## src/sv/anemometer_pulse_wind_speed_unit_defines.svh

```systemverilog
// Assertion helpers shared by the wind speed unit.
`ifndef ANEMOMETER_PULSE_WIND_SPEED_UNIT_DEFINES_SVH
`define ANEMOMETER_PULSE_WIND_SPEED_UNIT_DEFINES_SVH

// Same-cycle implication, disabled while reset is asserted.
`define APWS_ASSERT_IMPL(name, clk, rstn, ante, cons) \
    name: assert property (@(posedge clk) disable iff (!(rstn)) (ante) |-> (cons)) \
        else $error("%m: same-cycle check failed");

// Next-cycle implication, disabled while reset is asserted.
`define APWS_ASSERT_NEXT(name, clk, rstn, ante, cons) \
    name: assert property (@(posedge clk) disable iff (!(rstn)) (ante) |=> (cons)) \
        else $error("%m: next-cycle check failed");

`endif

```

## src/sv/apws_pkg.sv

```systemverilog
package apws_pkg;

    localparam int CFG_IDX_W  = 3;
    localparam int CFG_DATA_W = 16;

    localparam logic [CFG_IDX_W-1:0] REG_WINDOW_MS   = 3'd0;
    localparam logic [CFG_IDX_W-1:0] REG_COEF_SQUARE = 3'd1;
    localparam logic [CFG_IDX_W-1:0] REG_COEF_LINEAR = 3'd2;
    localparam logic [CFG_IDX_W-1:0] REG_COEF_OFFSET = 3'd3;
    localparam logic [CFG_IDX_W-1:0] REG_CUTOFF_MPS  = 3'd4;

    localparam logic [15:0] RST_WINDOW_MS   = 16'd10000;
    localparam logic [15:0] RST_COEF_SQUARE = 16'hFFB6;   // -74
    localparam logic [15:0] RST_COEF_LINEAR = 16'd5677;
    localparam logic [15:0] RST_COEF_OFFSET = 16'd5757;
    localparam logic [15:0] RST_CUTOFF_MPS  = 16'd384;

    localparam int RPS_W      = 24;                        // rotations/s, Q.8, capped
    localparam int RSQ_SHIFT  = 8;
    localparam int COEF_W     = 16;
    localparam int MCAND_W    = 2 * RPS_W - RSQ_SHIFT;     // rps^2 >> 8
    localparam int ACC_W      = MCAND_W + COEF_W + 1;      // Q.20 polynomial sum
    localparam int FRAC_SHIFT = 12;
    localparam int MPS_W      = 16;
    localparam int KMH_W      = 18;

    localparam logic [15:0] KMH_DIVISOR = 16'd5;           // x18 / 5 = x3.6
    localparam logic [MCAND_W-1:0] OFS_SCALE = MCAND_W'(256);

    typedef struct packed {
        logic pulse_edge;
        logic ms_tick;
    } in_word_t;

    typedef struct packed {
        logic [MPS_W-1:0] speed_mps;
        logic [KMH_W-1:0] speed_kmph;
        logic [15:0]      window_pulses;
        logic             pulses_overflowed;
    } out_word_t;

    typedef struct packed {
        logic start;
        logic clear;
        logic is_signed;
    } mac_cmd_t;

    typedef struct packed {
        logic busy;
        logic done;
    } unit_stat_t;

    typedef struct packed {
        logic fire;
        logic ovf;
    } cnt_stat_t;

endpackage

```

## src/sv/apws_count.sv

```systemverilog
module apws_count #(
    parameter int COUNT_WIDTH = 16
) (
    input  logic                 aclk,
    input  logic                 aresetn,
    input  logic                 accept,
    input  apws_pkg::in_word_t   in_word,
    input  logic [15:0]          win_eff,
    output logic [COUNT_WIDTH-1:0] count,
    output apws_pkg::cnt_stat_t  stat
);
    import apws_pkg::*;

    logic [COUNT_WIDTH-1:0] pulse_reg, pulse_next;
    logic [15:0]            elapsed_reg, elapsed_next;
    logic                   ovf_reg, ovf_next;

    always_comb begin
        pulse_next   = pulse_reg;
        ovf_next     = ovf_reg;
        elapsed_next = elapsed_reg;
        if (in_word.pulse_edge) begin
            if (&pulse_reg) begin
                ovf_next = 1'b1;
            end else begin
                pulse_next = pulse_reg + COUNT_WIDTH'(1);
            end
        end
        if (in_word.ms_tick && !(&elapsed_reg)) begin
            elapsed_next = elapsed_reg + 16'd1;
        end
    end

    // count/ovf are the post-update values, taken by the sequencer on fire
    assign count     = pulse_next;
    assign stat.ovf  = ovf_next;
    assign stat.fire = accept && (elapsed_next >= win_eff);

    always_ff @(posedge aclk) begin
        if (!aresetn) begin
            pulse_reg   <= '0;
            elapsed_reg <= '0;
            ovf_reg     <= 1'b0;
        end else if (accept) begin
            if (stat.fire) begin
                pulse_reg   <= '0;
                elapsed_reg <= '0;
                ovf_reg     <= 1'b0;
            end else begin
                pulse_reg   <= pulse_next;
                elapsed_reg <= elapsed_next;
                ovf_reg     <= ovf_next;
            end
        end
    end

endmodule

```

## src/sv/apws_div.sv

```systemverilog
module apws_div #(
    parameter int NUM_W = 34
) (
    input  logic                       aclk,
    input  logic                       aresetn,
    input  logic                       start,
    input  logic [NUM_W-1:0]           numer,
    input  logic [15:0]                denom,
    output logic [apws_pkg::RPS_W-1:0] quot,
    output apws_pkg::unit_stat_t       stat
);
    import apws_pkg::*;

    localparam int CNT_W = $clog2(NUM_W);

    logic [NUM_W-1:0] num_reg;
    logic [15:0]      den_reg;
    logic [15:0]      rem_reg;
    logic [RPS_W-1:0] quo_reg;
    logic             ovf_reg;
    logic [CNT_W-1:0] cnt_reg;
    logic             busy_reg;

    logic [16:0] trial;
    logic [16:0] diff;
    logic        fits;
    logic        last;

    // restoring division, one numerator bit per cycle, MSB first
    assign trial = {rem_reg, num_reg[NUM_W-1]};
    assign fits  = trial >= {1'b0, den_reg};
    assign diff  = trial - {1'b0, den_reg};
    assign last  = cnt_reg == CNT_W'(NUM_W - 1);

    always_ff @(posedge aclk) begin
        if (!aresetn) begin
            busy_reg <= 1'b0;
            cnt_reg  <= '0;
        end else if (start) begin
            busy_reg <= 1'b1;
            cnt_reg  <= '0;
        end else if (busy_reg) begin
            cnt_reg <= cnt_reg + CNT_W'(1);
            if (last) begin
                busy_reg <= 1'b0;
            end
        end
    end

    always_ff @(posedge aclk) begin
        if (start) begin
            num_reg <= numer;
            den_reg <= denom;
            rem_reg <= '0;
            quo_reg <= '0;
            ovf_reg <= 1'b0;
        end else if (busy_reg) begin
            num_reg <= {num_reg[NUM_W-2:0], 1'b0};
            rem_reg <= fits ? diff[15:0] : trial[15:0];
            quo_reg <= {quo_reg[RPS_W-2:0], fits};
            ovf_reg <= ovf_reg | quo_reg[RPS_W-1];   // sticky: quotient went past the cap
        end
    end

    assign quot      = ovf_reg ? '1 : quo_reg;
    assign stat.busy = busy_reg;
    assign stat.done = busy_reg && last;

endmodule

```

## src/sv/apws_mac.sv

```systemverilog
module apws_mac (
    input  logic                         aclk,
    input  logic                         aresetn,
    input  apws_pkg::mac_cmd_t           cmd,
    input  logic [apws_pkg::MCAND_W-1:0] mcand,
    input  logic [apws_pkg::RPS_W-1:0]   mplier,
    output logic [apws_pkg::ACC_W-1:0]   acc,
    output apws_pkg::unit_stat_t         stat
);
    import apws_pkg::*;

    localparam int STEP_W = $clog2(RPS_W);

    logic [ACC_W-1:0]  acc_reg;
    logic [ACC_W-1:0]  mc_reg;
    logic [RPS_W-1:0]  mp_reg;
    logic              sgn_reg;
    logic [STEP_W-1:0] cnt_reg;
    logic              busy_reg;

    logic              last;
    logic [ACC_W-1:0]  addend;
    logic [ACC_W-1:0]  acc_next;

    // shift-add, one multiplier bit per cycle, LSB first; a signed
    // multiplier's top bit carries negative weight
    assign last     = sgn_reg ? (cnt_reg == STEP_W'(COEF_W - 1))
                              : (cnt_reg == STEP_W'(RPS_W - 1));
    assign addend   = mp_reg[0] ? mc_reg : '0;
    assign acc_next = (last && sgn_reg) ? acc_reg - addend : acc_reg + addend;

    always_ff @(posedge aclk) begin
        if (!aresetn) begin
            busy_reg <= 1'b0;
            cnt_reg  <= '0;
        end else if (cmd.start) begin
            busy_reg <= 1'b1;
            cnt_reg  <= '0;
        end else if (busy_reg) begin
            cnt_reg <= cnt_reg + STEP_W'(1);
            if (last) begin
                busy_reg <= 1'b0;
            end
        end
    end

    always_ff @(posedge aclk) begin
        if (cmd.start) begin
            if (cmd.clear) begin
                acc_reg <= '0;
            end
            mc_reg  <= ACC_W'(mcand);
            mp_reg  <= mplier;
            sgn_reg <= cmd.is_signed;
        end else if (busy_reg) begin
            acc_reg <= acc_next;
            mc_reg  <= {mc_reg[ACC_W-2:0], 1'b0};
            mp_reg  <= {1'b0, mp_reg[RPS_W-1:1]};
        end
    end

    assign acc       = acc_reg;
    assign stat.busy = busy_reg;
    assign stat.done = busy_reg && last;

endmodule

```

## src/sv/anemometer_pulse_wind_speed_unit.sv

```systemverilog
// Cup anemometer wind speed unit.
// Input channel (s_valid/s_ready/s_word): one word per sample, carrying a
// pulse edge flag and a millisecond tick flag. Words that do not close the
// measurement window are taken one per cycle while the block is idle.
// When the tick count reaches window_ms (0 treated as 1), the word that closes
// the window starts the calibration: rps = count*256000/window through a
// bit-serial divider, then rps^2 and the Q4.12 quadratic through a shift-add
// MAC, then km/h = m/s*18/5 through the same divider.
// The calculation runs the two COUNT_WIDTH+18 bit divider passes and the MAC
// passes in turn; s_ready is low from the closing word until the result
// is loaded into the output register.
// Result channel (m_valid/m_ready/m_word): one word per window, held in an
// output register. Non-closing words are still taken while a result waits;
// a closing word whose result is finished while the previous one is still
// stalled holds the block (s_ready low) until m_ready frees the register.
// Configuration: cfg_we/cfg_index/cfg_wdata, single-cycle writes, indexes
// beyond the register list are dropped. Write only while the block is idle.
// Reset (aresetn low, synchronous) clears the counters, drops any pending
// result and loads the default window and calibration.
`include "anemometer_pulse_wind_speed_unit_defines.svh"

module anemometer_pulse_wind_speed_unit #(
    parameter int COUNT_WIDTH = 16
) (
    input  logic                            aclk,
    input  logic                            aresetn,
    input  logic                            s_valid,
    output logic                            s_ready,
    input  apws_pkg::in_word_t              s_word,
    output logic                            m_valid,
    input  logic                            m_ready,
    output apws_pkg::out_word_t             m_word,
    input  logic                            cfg_we,
    input  logic [apws_pkg::CFG_IDX_W-1:0]  cfg_index,
    input  logic [apws_pkg::CFG_DATA_W-1:0] cfg_wdata
);
    import apws_pkg::*;

    localparam int NUM_W  = COUNT_WIDTH + 18;   // count*125 with 11 zero bits below
    localparam int C125_W = COUNT_WIDTH + 7;
    localparam int KNUM_W = MPS_W + 5;          // mps*18

    typedef enum logic [8:0] {
        ST_IDLE  = 9'b000000001,
        ST_RPS   = 9'b000000010,   // divider: count*256000 / window
        ST_SQR   = 9'b000000100,   // MAC: rps * rps
        ST_TSQ   = 9'b000001000,   // MAC: coef_square * rsq
        ST_TLIN  = 9'b000010000,   // MAC: + coef_linear * rps
        ST_TOFS  = 9'b000100000,   // MAC: + coef_offset * 256
        ST_SCALE = 9'b001000000,   // clamp, saturate, cutoff
        ST_KMH   = 9'b010000000,   // divider: mps*18 / 5
        ST_OUT   = 9'b100000000    // wait for output register
    } state_t;

    state_t state_reg, state_next;
    logic   kick_reg, kick_next;   // first cycle of a unit state: issue start

    // configuration
    logic [15:0] window_ms_reg;
    logic [15:0] coef_square_reg;
    logic [15:0] coef_linear_reg;
    logic [15:0] coef_offset_reg;
    logic [15:0] cutoff_reg;
    logic [15:0] win_eff;

    always_ff @(posedge aclk) begin
        if (!aresetn) begin
            window_ms_reg   <= RST_WINDOW_MS;
            coef_square_reg <= RST_COEF_SQUARE;
            coef_linear_reg <= RST_COEF_LINEAR;
            coef_offset_reg <= RST_COEF_OFFSET;
            cutoff_reg      <= RST_CUTOFF_MPS;
        end else if (cfg_we) begin
            case (cfg_index)
                REG_WINDOW_MS:   window_ms_reg   <= cfg_wdata;
                REG_COEF_SQUARE: coef_square_reg <= cfg_wdata;
                REG_COEF_LINEAR: coef_linear_reg <= cfg_wdata;
                REG_COEF_OFFSET: coef_offset_reg <= cfg_wdata;
                REG_CUTOFF_MPS:  cutoff_reg      <= cfg_wdata;
                default: ;
            endcase
        end
    end

    assign win_eff = (window_ms_reg == 16'd0) ? 16'd1 : window_ms_reg;

    // input side
    logic                   accept;
    logic [COUNT_WIDTH-1:0] cnt_count;
    cnt_stat_t              cnt_stat;

    assign s_ready = state_reg == ST_IDLE;
    assign accept  = s_valid && s_ready;

    apws_count #(
        .COUNT_WIDTH (COUNT_WIDTH)
    ) u_count (
        .aclk    (aclk),
        .aresetn (aresetn),
        .accept  (accept),
        .in_word (s_word),
        .win_eff (win_eff),
        .count   (cnt_count),
        .stat    (cnt_stat)
    );

    // window snapshot, taken on the closing word
    logic [COUNT_WIDTH-1:0] snap_count_reg;
    logic                   snap_ovf_reg;
    logic [15:0]            pulses16;

    always_ff @(posedge aclk) begin
        if (cnt_stat.fire) begin
            snap_count_reg <= cnt_count;
            snap_ovf_reg   <= cnt_stat.ovf;
        end
    end

    generate
        if (COUNT_WIDTH > 16) begin : g_pulse_sat
            assign pulses16 = (|snap_count_reg[COUNT_WIDTH-1:16]) ? 16'hFFFF
                                                                   : snap_count_reg[15:0];
        end else begin : g_pulse_ext
            assign pulses16 = 16'(snap_count_reg);
        end
    endgenerate

    // divider operands
    logic [C125_W-1:0] count125;
    logic [KNUM_W-1:0] mps18;
    logic [NUM_W-1:0]  div_numer;
    logic [15:0]       div_denom;
    logic              div_start;
    logic [RPS_W-1:0]  div_q;
    unit_stat_t        div_stat;

    // count*125 = count*128 - count*4 + count
    assign count125 = {snap_count_reg, 7'b0} - {5'b0, snap_count_reg, 2'b0}
                    + {7'b0, snap_count_reg};

    logic [15:0] mps_reg;
    assign mps18 = {1'b0, mps_reg, 4'b0} + {4'b0, mps_reg, 1'b0};

    assign div_start = kick_reg && (state_reg == ST_RPS || state_reg == ST_KMH);
    assign div_numer = (state_reg == ST_KMH) ? NUM_W'(mps18) : {count125, 11'b0};
    assign div_denom = (state_reg == ST_KMH) ? KMH_DIVISOR : win_eff;

    apws_div #(
        .NUM_W (NUM_W)
    ) u_div (
        .aclk    (aclk),
        .aresetn (aresetn),
        .start   (div_start),
        .numer   (div_numer),
        .denom   (div_denom),
        .quot    (div_q),
        .stat    (div_stat)
    );

    // MAC operands
    mac_cmd_t           mac_cmd;
    logic [MCAND_W-1:0] mac_mcand;
    logic [RPS_W-1:0]   mac_mplier;
    logic [ACC_W-1:0]   mac_acc;
    unit_stat_t         mac_stat;
    logic [RPS_W-1:0]   rps_reg;

    always_comb begin
        mac_cmd.start     = 1'b0;
        mac_cmd.clear     = 1'b0;
        mac_cmd.is_signed = 1'b1;
        mac_mcand         = '0;
        mac_mplier        = '0;
        case (state_reg)
            ST_SQR: begin
                mac_cmd.start     = kick_reg;
                mac_cmd.clear     = 1'b1;
                mac_cmd.is_signed = 1'b0;
                mac_mcand         = MCAND_W'(div_q);
                mac_mplier        = div_q;
            end
            ST_TSQ: begin
                mac_cmd.start = kick_reg;
                mac_cmd.clear = 1'b1;
                mac_mcand     = mac_acc[2*RPS_W-1:RSQ_SHIFT];   // floor(rps^2 / 256)
                mac_mplier    = RPS_W'(coef_square_reg);
            end
            ST_TLIN: begin
                mac_cmd.start = kick_reg;
                mac_mcand     = MCAND_W'(rps_reg);
                mac_mplier    = RPS_W'(coef_linear_reg);
            end
            ST_TOFS: begin
                mac_cmd.start = kick_reg;
                mac_mcand     = OFS_SCALE;
                mac_mplier    = RPS_W'(coef_offset_reg);
            end
            default: ;
        endcase
    end

    apws_mac u_mac (
        .aclk    (aclk),
        .aresetn (aresetn),
        .cmd     (mac_cmd),
        .mcand   (mac_mcand),
        .mplier  (mac_mplier),
        .acc     (mac_acc),
        .stat    (mac_stat)
    );

    always_ff @(posedge aclk) begin
        if (state_reg == ST_SQR && kick_reg) begin
            rps_reg <= div_q;
        end
    end

    // Q.20 sum -> Q8.8 m/s: negative or zero gives 0, saturate, then cutoff
    logic        acc_pos;
    logic [15:0] mps_sat;
    logic [15:0] mps_val;

    assign acc_pos = !mac_acc[ACC_W-1] && (|mac_acc);
    assign mps_sat = (|mac_acc[ACC_W-2:FRAC_SHIFT+MPS_W]) ? 16'hFFFF
                                                          : mac_acc[FRAC_SHIFT+MPS_W-1:FRAC_SHIFT];
    assign mps_val = (!acc_pos || mps_sat <= cutoff_reg) ? 16'd0 : mps_sat;

    always_ff @(posedge aclk) begin
        if (state_reg == ST_SCALE) begin
            mps_reg <= mps_val;
        end
    end

    // sequencer
    logic out_load;
    logic m_valid_reg, m_valid_next;
    out_word_t m_word_reg;

    assign out_load = (state_reg == ST_OUT) && (!m_valid_reg || m_ready);

    always_comb begin
        state_next = state_reg;
        kick_next  = 1'b0;
        case (state_reg)
            ST_IDLE: begin
                if (cnt_stat.fire) begin
                    state_next = ST_RPS;
                    kick_next  = 1'b1;
                end
            end
            ST_RPS: begin
                if (div_stat.done) begin
                    state_next = ST_SQR;
                    kick_next  = 1'b1;
                end
            end
            ST_SQR: begin
                if (mac_stat.done) begin
                    state_next = ST_TSQ;
                    kick_next  = 1'b1;
                end
            end
            ST_TSQ: begin
                if (mac_stat.done) begin
                    state_next = ST_TLIN;
                    kick_next  = 1'b1;
                end
            end
            ST_TLIN: begin
                if (mac_stat.done) begin
                    state_next = ST_TOFS;
                    kick_next  = 1'b1;
                end
            end
            ST_TOFS: begin
                if (mac_stat.done) begin
                    state_next = ST_SCALE;
                end
            end
            ST_SCALE: begin
                state_next = ST_KMH;
                kick_next  = 1'b1;
            end
            ST_KMH: begin
                if (div_stat.done) begin
                    state_next = ST_OUT;
                end
            end
            ST_OUT: begin
                if (out_load) begin
                    state_next = ST_IDLE;
                end
            end
            default: begin
                state_next = ST_IDLE;
            end
        endcase
    end

    always_ff @(posedge aclk) begin
        if (!aresetn) begin
            state_reg <= ST_IDLE;
            kick_reg  <= 1'b0;
        end else begin
            state_reg <= state_next;
            kick_reg  <= kick_next;
        end
    end

    // output register
    always_comb begin
        m_valid_next = m_valid_reg;
        if (out_load) begin
            m_valid_next = 1'b1;
        end else if (m_ready) begin
            m_valid_next = 1'b0;
        end
    end

    always_ff @(posedge aclk) begin
        if (!aresetn) begin
            m_valid_reg <= 1'b0;
        end else begin
            m_valid_reg <= m_valid_next;
        end
    end

    always_ff @(posedge aclk) begin
        if (out_load) begin
            m_word_reg.speed_mps         <= mps_reg;
            m_word_reg.speed_kmph        <= div_q[KMH_W-1:0];
            m_word_reg.window_pulses     <= pulses16;
            m_word_reg.pulses_overflowed <= snap_ovf_reg;
        end
    end

    assign m_valid = m_valid_reg;
    assign m_word  = m_word_reg;

    // checks
    `APWS_ASSERT_IMPL(a_units_exclusive, aclk, aresetn, div_stat.busy, !mac_stat.busy)
    `APWS_ASSERT_IMPL(a_idle_units_quiet, aclk, aresetn, state_reg == ST_IDLE, !div_stat.busy && !mac_stat.busy)
    `APWS_ASSERT_NEXT(a_load_shows_word, aclk, aresetn, out_load, m_valid && state_reg == ST_IDLE)
    `APWS_ASSERT_IMPL(a_kmh_tracks_mps, aclk, aresetn, m_valid, (m_word.speed_mps == 16'd0) == (m_word.speed_kmph == 18'd0))

endmodule

```

## config.mk

```make
export PLATFORM = sky130hd
export DESIGN_NAME = anemometer_pulse_wind_speed_unit
export DESIGN_NICKNAME = d
export VERILOG_FILES = /design/src/sv/apws_pkg.sv /design/src/sv/apws_count.sv /design/src/sv/apws_div.sv /design/src/sv/apws_mac.sv /design/src/sv/anemometer_pulse_wind_speed_unit.sv
export VERILOG_INCLUDE_DIRS = /design/src /design/src/sv
export SDC_FILE = /design/constraint.sdc
export NUM_CORES = 1
export LEC_CHECK = 0
export BUFFER_PORTS_ARGS = -buffer_cell sky130_fd_sc_hd__buf_2
export CORE_UTILIZATION = 50
export CTS_BUF_LIST = sky130_fd_sc_hd__clkbuf_4 sky130_fd_sc_hd__clkbuf_8
export CTS_CLUSTER_DIAMETER = 200
export DETAILED_ROUTE_END_ITERATION = 8
export PLACE_DENSITY_LB_ADDON = 0.1
export SETUP_SLACK_MARGIN = 0.05
export SLEW_MARGIN = 25
export SYNTH_ARGS = -nofsm -noshare
export SYNTH_HDL_FRONTEND = slang
export SYNTH_SLANG_ARGS = --single-unit
```

## constraint.sdc

```tcl
create_clock -name aclk -period 24.8 [get_ports aclk]
set_input_delay 4.96 -clock aclk [delete_from_list [all_inputs] [get_ports aclk]]
set_output_delay 4.96 -clock aclk [all_outputs]
set_load 0.1 [all_outputs]
```

# After elaboration in Yosys (flattened, before gate mapping)
# Cells that the tools add are included.
[classes] n_addsub=10 n_mul=0 div_mod_pow=0 magnitude_cmp=3 n_eq_ne=25 shift=0 n_mux=51 bitwise_logic=2 n_reduce_logical=38
[op_table] op="$mux 57" count=5
[op_table] op="$pmux 40 s4" count=1
[op_table] op="$mux 16" count=8
[op_table] op="$mux 34" count=3
[op_table] op="$pmux 24 s4" count=1
[op_table] op="$pmux 9 s9" count=1
[op_table] op="$mux 40" count=2
[op_table] op="$mux 24" count=3
[op_table] op="$mux 9" count=8
[op_table] op="$add 57x57->57" count=1
[op_table] op="$reduce_or 57->1" count=1
[op_table] op="$sub 57x57->57" count=1
[op_table] op="$add 16x1->16 const B" count=2
[op_table] op="$reduce_and 16->1" count=2
[op_table] op="$reduce_or 28->1" count=1
[op_table] op="$add 23x16->23" count=1
[op_table] op="$sub 23x18->23" count=1
[op_table] op="$add 20x17->21" count=1
[op_table] op="$mux 1" count=18
[op_table] op="$ge 17x16->1" count=1
[op_table] op="$ge 16x16->1" count=1
[op_table] op="$le 16x16->1" count=1
[op_table] op="$logic_not 16->1" count=1
[op_table] op="$ne 2x2->1 const B" count=8
[op_table] op="32 further kinds" count=56
[totals] ff_bits=475 latch_bits=0 ramBits=0 mem_bits_ro=0 inputBits=26 out_inout_bits=53 wordCells=162 n_memories=0

# Depth between registers and ports, before layout
[logic_depth] word_depth=8 depth_mapped=25 mapped_depth_nobuf=21

# By module
# From an unflattened synthesis, not the netlist that was laid out.
[unflattened] cells_unflattened=3040 hier_area_um2=28783.9
[by_module_without_submodules] module="anemometer_pulse_wind_speed_unit" n_inst=1 cells_per_inst=1140 area_each_um2=10710.3 seq_area_each_um2=5064.9
[by_module_without_submodules] module="apws_mac" n_inst=1 cells_per_inst=1144 area_each_um2=10699.0 seq_area_each_um2=4124.0
[by_module_without_submodules] module="apws_div" n_inst=1 cells_per_inst=459 area_each_um2=4928.5 seq_area_each_um2=2462.4
[by_module_without_submodules] module="apws_count" n_inst=1 cells_per_inst=297 area_each_um2=2446.1 seq_area_each_um2=660.6

# Worst setup path before layout
# OpenSTA, ideal clock, no wires.
[synth_path] path_kind="in2reg" startpoint="in s_word[0] in the netlist's numbering" endpoint="reg state_reg[0]" setup_time_ns=0.063 arrival_ns=8.898 required_time_ns=24.737 path_slack_ns=15.839 stages=17 path_buffers=3 cell_sequence="o31a_1 clkbuf_1 and4_1 clkbuf_1 nand3_1 nor2_1 xor2_1 ha_1 and3_1 nand3_1 nor3_1 o32a_1 nor2b_1 nor2b_1 clkbuf_1 or4_1 nand3_1"
[synth_lines] item="from (decl)" line_no="anemometer_pulse_wind_speed_unit.sv:29" rtl="input apws_pkg::in_word_t s_word,"
[synth_lines] item="to (signal assigned)" line_no="anemometer_pulse_wind_speed_unit.sv:305" rtl="state_reg <= state_next;"
[synth_lines] item="to (decl)" line_no="anemometer_pulse_wind_speed_unit.sv:55" rtl="state_t state_reg, state_next;"

==> metrics.csv <==
metric;value;unit
status;finished clean;
fmaxAchievable;107;MHz
synth_area_leaders;edfxtp_1 31%, dfxtp_1 14%, ha_1 6.9%;
finalHoldViolCount;0;
wirelength;71.7;mm
synth_compound_area_share;16.6;%
clock_latency;0.67;ns
clkSlewWorstSetupHoldPaths;0.06;ns
cts_buffers;85;
netlist_instances;2968;
synthAdderAreaFrac;7.79;%
worst_pin_slew;1.01;ns
powerDensity;55.2;nW/um^2
vias;22000;
switching_share;21.8;%
yosys.area_share.simple;19.6;%
clock-sinks;474;
synth_nets;3157;
wl_per_cell;19.0;um
tns;0;ns
grt_pass1_wl;115;mm
synth_edf_count;279;
startpoint_type;primary input;
slew_headroom;32.8;%
fin_crit;9.31;ns
synth_top_family_by_area;simple AND/OR/NAND/NOR gates;
rsz0062_at_grt;false;
crit_required;25.39;ns
p_leak;0.0117;uW
p_int;1300;uW
grt_use_total;25.8;%
post-cts-setup-buffers;0;
met2_usage;41.8;%
hp-class;reg2reg;
drc;0;
fillerInstances;4859;
met3_usage;3.57;%
dp.cells;3609;
yosys.area_share.xor_xnor;5.13;%
p_seq_share;50.1;%
synth_flop_cell;edfxtp_1;
setup_viol;0;
ys_ff_latch;474;
die_x;236;um
synth_top_area_share;30.6;%
multiInputGateArea;14000;sq um
syn_avg_cell_area;9.21;sq um
fin_skew;0.0299;ns
comb_power_share;2.1;%
grt_max_degree;100;
yosysWarnings;0;
overflow;0;
ff2ff_path_depth;16;
htreeDepth;3;
end_kind;register;
clock_path_buffers;3;
core;53900;sq um
fin_util;55.8;%
cts_resized;0;
regArea;12300;sq um
die_y;236;um
yosysUniqueCellTypes;76;
fin_cells;3768;
ys_seq_area_share;44.9;%
dieArea;55600;sq um
drive_above_1_share;10.7;%
postRouteAntennaNets;0;
fin_crit_sh;37.5;%
place_hpwl;50.6;mm
vias_per_cell;5.84;
cts_tree;done;
hold_buffers;0;
row_count;85;
worst_ep_arrival_time;9.90;ns
critPathMaxFanout;21;
drv_slew;0;
antenna_found_initial;1;
nets;3189;
dr.pass1.iters;6;
critPathKind;in2reg;
async_flop_share;0;%
ir_drop;0.0444;mV
gr-max-usage-layer;met2;
switchingPower;363;uW
met1_usage;35.5;%
gp_congestion;0.884;
ios;79;
hold_depth;0;
io_buffer_count;78;
clock-root-buffer;clkbuf_8;
synth_top_cell_by_area;edfxtp_1;
syn-cell-area;27300;sq um
p_clk_share;47.8;%
maxCapViolations;0;
start_util;50.7;%
drt_iter0_drc;1604;
grt_pass1_vias;21300;
area_growth;10.0;%
synthMuxAreaShare;2.06;%
-- logic make-up (layout without fill, tap and decap cells) --
kind of cell	Yosys count	after routing
and+or+nand+nor	1149	1149
adders and majority gates	163	163
xor gates and xnor gates	160	160
AOI/OAI and AO/OA	684	684
other	0	1
muxes	56	56
buffers and inverters	282	385
DFF	474	474
-- area by class of cell --
class / count / area share, %
antenna: 1 / 0.00832
clock buffer: 133 / 5.38
clock inverter: 25 / 0.774
inverter: 126 / 1.58
multi-input combinational: 2212 / 46.7
sequential: 474 / 40.8
tap: 696 / 2.89
timing repair buffer: 101 / 1.88
-- path summary, 6_finish.rpt --
| kind | startpoint | end | slack (ns) |
|---|---|---|---|
| setup / recovery | s_word[0] | state_reg[0]$_SDFFE_PN1P_ | 15.49 |
| hold / removal | snap_ovf_reg$_DFFE_PP_ | m_word[0]$_DFFE_PP_ | 0.43 |
| setup reg to reg | u_mac.mc_reg[6]$_DFFE_PP_ | u_mac.acc[52]$_SDFFCE_PP0P_ | 18.52 |
| hold reg to reg | snap_ovf_reg$_DFFE_PP_ | m_word[0]$_DFFE_PP_ | 0.43 |
-- power groups by stage --
stage               combinational, uW  clock (uW)  sequential, uW
finish                           34.2         795             832
global route                     38.1         846             832
CTS                              34.2         811             832
detailed placement               34.1           0             849
global placement                 33.3           0             848
floorplan                        22.5           0             848
-- worst max-delay path, cell delays in order --
cell and delay, ns:
buf_2 0.08, o31a_1 0.35, and4_1 0.45, nand3_1 0.18
nor2_1 0.22, xor2_1 0.12, ha_1 0.30, and3_1 0.16
nand3_1 0.11, nor3_1 0.26, o32a_1 0.74, nor2b_2 0.93
nor2b_1 0.38, or4_1 0.55, nand3_1 0.09
-- cells in the final DEF (no fill, tap or decap), drive strengths merged, types with 48 or more instances in the layout --
master,instances
ha,151
nor2b,50
nand2,422
or2,48
a21boi,57
dfxtp,195
o21ai,145
inv,128
edfxtp,279
buf,101
xnor2,91
clkbuf,133
nand3,100
a21o,56
xor2,69
nor2,269
mux2i,53
a31oi,64
a21oi,141
-- metal layers --
layer  up-vias  routed length, um
met1     10600              33000
li1      10700                  -
met4         0               1780
met5         -                  0
met2       582              33200
met3       120               3720
-- cells in the mapped netlist, types with 28 or more instances --
master    number
or2_2         48
a21o_1        56
inv_1        125
and2_1        32
nor2_1       269
a21oi_1      139
nand4_1       43
nand2b_1      28
nor3_1        46
nand3_1      100
edfxtp_1     279
xor2_1        69
a21boi_0      57
ha_1         151
a22oi_1       38
xnor2_1       91
o21ai_0      142
a31oi_1       64
nor2b_1       50
clkbuf_1     143
mux2i_1       53
dfxtp_1      195
nand2_1      422
-- through the flow --
step | hold WS (ns) | total power, uW | instance area (sq um) | setup WS, ns
floorplan | 0.400 | 870 | 27300 | 15.84
global placement | 0.410 | 882 | 28200 | 14.98
detailed placement | 0.418 | 883 | 28200 | 14.89
CTS | 0.432 | 1680 | 30100 | 15.60
global route | 0.452 | 1720 | 30100 | 15.09
finish | 0.429 | 1660 | 30100 | 15.49
Note: power is estimated with default switching activity, not from simulation.
